## src/design/mmm_ram.sv

```systemverilog
// Generic simple dual-port RAM with one write port and a registered read port.
module mmm_ram #(
    parameter int WIDTH = 16,
    parameter int DEPTH = 16
) (
    input  logic                     i_clk,
    input  logic                     i_we,
    input  logic [$clog2(DEPTH)-1:0] i_waddr,
    input  logic [WIDTH-1:0]         i_wdata,
    input  logic [$clog2(DEPTH)-1:0] i_raddr,
    output logic [WIDTH-1:0]         o_rdata
);

    logic [WIDTH-1:0] r_mem [DEPTH];

    always_ff @(posedge i_clk) begin
        if (i_we) begin
            r_mem[i_waddr] <= i_wdata;
        end
        o_rdata <= r_mem[i_raddr];
    end

endmodule

```

## config.mk

```make
export PLATFORM = sky130hd
export DESIGN_NAME = mmm_ram
export DESIGN_NICKNAME = d
export VERILOG_FILES = /design/src/design/mmm_ram.sv
export SDC_FILE = /design/constraint.sdc
export NUM_CORES = 1
export LEC_CHECK = 0
export BUFFER_PORTS_ARGS = -buffer_cell sky130_fd_sc_hd__buf_4
export CAP_MARGIN = 30
export CELL_PAD_IN_SITES_DETAIL_PLACEMENT = 0
export CELL_PAD_IN_SITES_GLOBAL_PLACEMENT = 2
export CORE_MARGIN = 1
export CORE_UTILIZATION = 53
export CTS_CLUSTER_SIZE = 40
export DETAILED_ROUTE_END_ITERATION = 10
export PLACE_DENSITY = 0.92
export RECOVER_POWER = 50
export SLEW_MARGIN = 5
export SYNTH_ARGS = -nofsm -noshare
export SYNTH_HDL_FRONTEND = slang
export SYNTH_SLANG_ARGS = --single-unit
```

## constraint.sdc

```tcl
create_clock -name i_clk -period 4.8 [get_ports i_clk]
set_input_delay 0.96 -clock i_clk [delete_from_list [all_inputs] [get_ports i_clk]]
set_output_delay 0.96 -clock i_clk [all_outputs]
set_load 0.03 [all_outputs]
```

==> flow_summary.ini <==
[final_layout]
diodes = 0
drive_gt1_frac = 0.278
nets = 527
area_growth_syn_to_layout_pct = 14.4
nFillCells = 1231
multiInputGateArea_um2 = 1930
seq_area_um2 = 8010
fin_area_um2 = 11500

[placed_design]
dp_slack_ns = 1.80
place_hpwl_um = 9960
place.gp.congestion = 0.755
place.port_buffers = 41
placed_area_um2 = 10700

[floorplan]
fp.dieH_um = 140
die_x_um = 140
core_area_um2 = 18300
dieArea_um2 = 19500
start_util = 0.550
ios = 42
std_cell_rows = 49

[timing]
relSlewSlack = 0.156
period_share = 0.502
setup_ws_ns = 2.39
fin_tns_setup_ns = 0
skew_ns = 0.00589
final-setup-viol-count = 0
tightest_slew_ns = 1.27
post-route-min-period_ns = 2.41
hold_viol = 0
fmax_mhz = 415
grt_setup_unrepaired = false
drv_slew = 0

[logic_synthesis]
synthFlopType = edfxtp_1
avgSynthCellArea_um2 = 23.2
yosys_warnings = 0
synth.top_cell.area_share = 0.765
synthArstFlopShare = 0
netlist_area_um2 = 10000
synth_top_area_cell = edfxtp_1
syn_nets = 458
synth_edf_count = 256
synthDistinctLibCells = 19
yosys_register_bits = 272
synthCells = 432
synth.area.top_cells = edfxtp_1, mux4_2, dfxtp_1
synth-seq-area-share = 0.797

[clock_network]
cts_buffers = 26
clock_latency_ns = 0.52
hold_buffers = 0
postCtsSetupRepairBufs = 0
path_clk_slew_ns = 0.06
numClockSinks = 272
cts_tree = done
cts_resized = 0
cts_max_level = 1
cts-root-buf = clkbuf_16
clockBufferDepth = 3

[critical_path]
required_ns = 5.20
r2r_cells = 3
cp-end-kind = flop
cp.arrival_ns = 2.81
path_class = input pin to flop
cp-start-kind = input pin
rr_startpoint = r_mem[1][0]
crit_fanout = 31
cp-startpoint = i_raddr[0]

[power]
p_leak_nw = 3.74
ir_worst_vdd_mv = 0.298
p_per_area_nw_per_um2 = 430
totalPowerFinal_mw = 4.94

[worst_hold_path]
whs_path_depth = 3
worstHoldStart = r_mem[6][13]
holdCritPathClass = flop to flop

[global_route]
grt_pass1_wl_um = 29200
overflow = 0
grt_pass1_vias = 4884
grt_antenna_before_repair = 0
grtUsageTotal = 0.208
grt_max_degree = 65

[outcome]
run_status = completed

[routing]
dr.pass1.iters = 5
wirelength_um = 19300
dr_total_vias = 4633
drc = 0
wire_per_inst_um = 25.7
viasPerCell = 6.18
drt_iter0_drc = 354
drt.antenna.violating_nets = 0

[flow_run]
drv_cap = 0
[worst max-delay path, stage by stage]
cell	delay (ns)
buf_4	0.48
buf_4	0.47
mux4_1	0.59
a22oi_1	0.19
nand2_1	0.08
[layout by cell type (no fill, tap or decap)]
cell,count
buf_4,44
nand2b_1,2
clkinv_1,1
clkinv_2,8
clkinvlp_4,1
or3b_2,1
clkbuf_1,23
mux4_1,10
dfxtp_1,16
clkbuf_8,4
mux4_2,54
nand2_1,17
nor2b_1,2
nor3_2,4
edfxtp_1,256
and2_1,1
bufinv_16,2
a22oi_1,32
nand3b_1,2
clkbuf_16,27
nor2_1,13
nand3_1,1
[path summary, 6_finish.rpt]
check                     end  slack (ns)
setup / recovery  o_rdata[11]        2.39
hold / removal    o_rdata[13]        0.67
setup reg to reg   o_rdata[0]        3.50
hold reg to reg   o_rdata[13]        0.67
[kinds of logic after synthesis]
family	after synthesis	share of synthesized area
multiplexers	64	0.147
AO/OA/AOI/OAI	32	0.0239
flip-flops	272	0.797
AND/OR/NAND/NOR	43	0.0192
buffers and inverters	21	0.0123
[registers in the layout, indices dropped and copies added (netlist names)]
| name | cells |
|---|---|
| r_mem | 256 |
| o_rdata | 16 |
[synthesized netlist by cell type (3+ instances only)]
master,instances
mux4_2,54
dfxtp_1,16
edfxtp_1,256
buf_4,3
nand2_1,17
buf_6,4
a22oi_1,32
clkbuf_1,8
buf_2,3
nor2_1,13
buf_1,3
mux4_1,10
nor3_1,4
[stage by stage]
stage	hold slack, ns	cells	util
3_5_place_dp	0.662	702	0.585
4_1_cts	0.676	750	0.632
2_1_floorplan	0.635	432	-
5_1_grt	0.702	750	0.629
6_report	0.674	750	0.629
3_3_place_gp	0.652	702	0.585
[layer usage]
metal,wire length (um),global-route usage,up-vias
met3,1190,0.0317,42
met2,9200,0.322,171
met5,0,0,-
met4,528,0.0688,0
li1,-,-,1975
met1,8330,0.309,2445
[layout make-up]
type | instances | share of cell area
Clock buffer | 36 | 0.0653
Multi-Input combinational cell | 139 | 0.168
Sequential cell | 272 | 0.697
Clock inverter | 12 | 0.00970
Tap cell | 229 | 0.0249
Timing Repair Buffer | 62 | 0.0346
[where the power goes]
part	switching, mW	internal (mW)
registers	0.0163	2.66
logic	0.157	0.104
clock network	0.813	1.20
(Power assumes the default switching activity.)
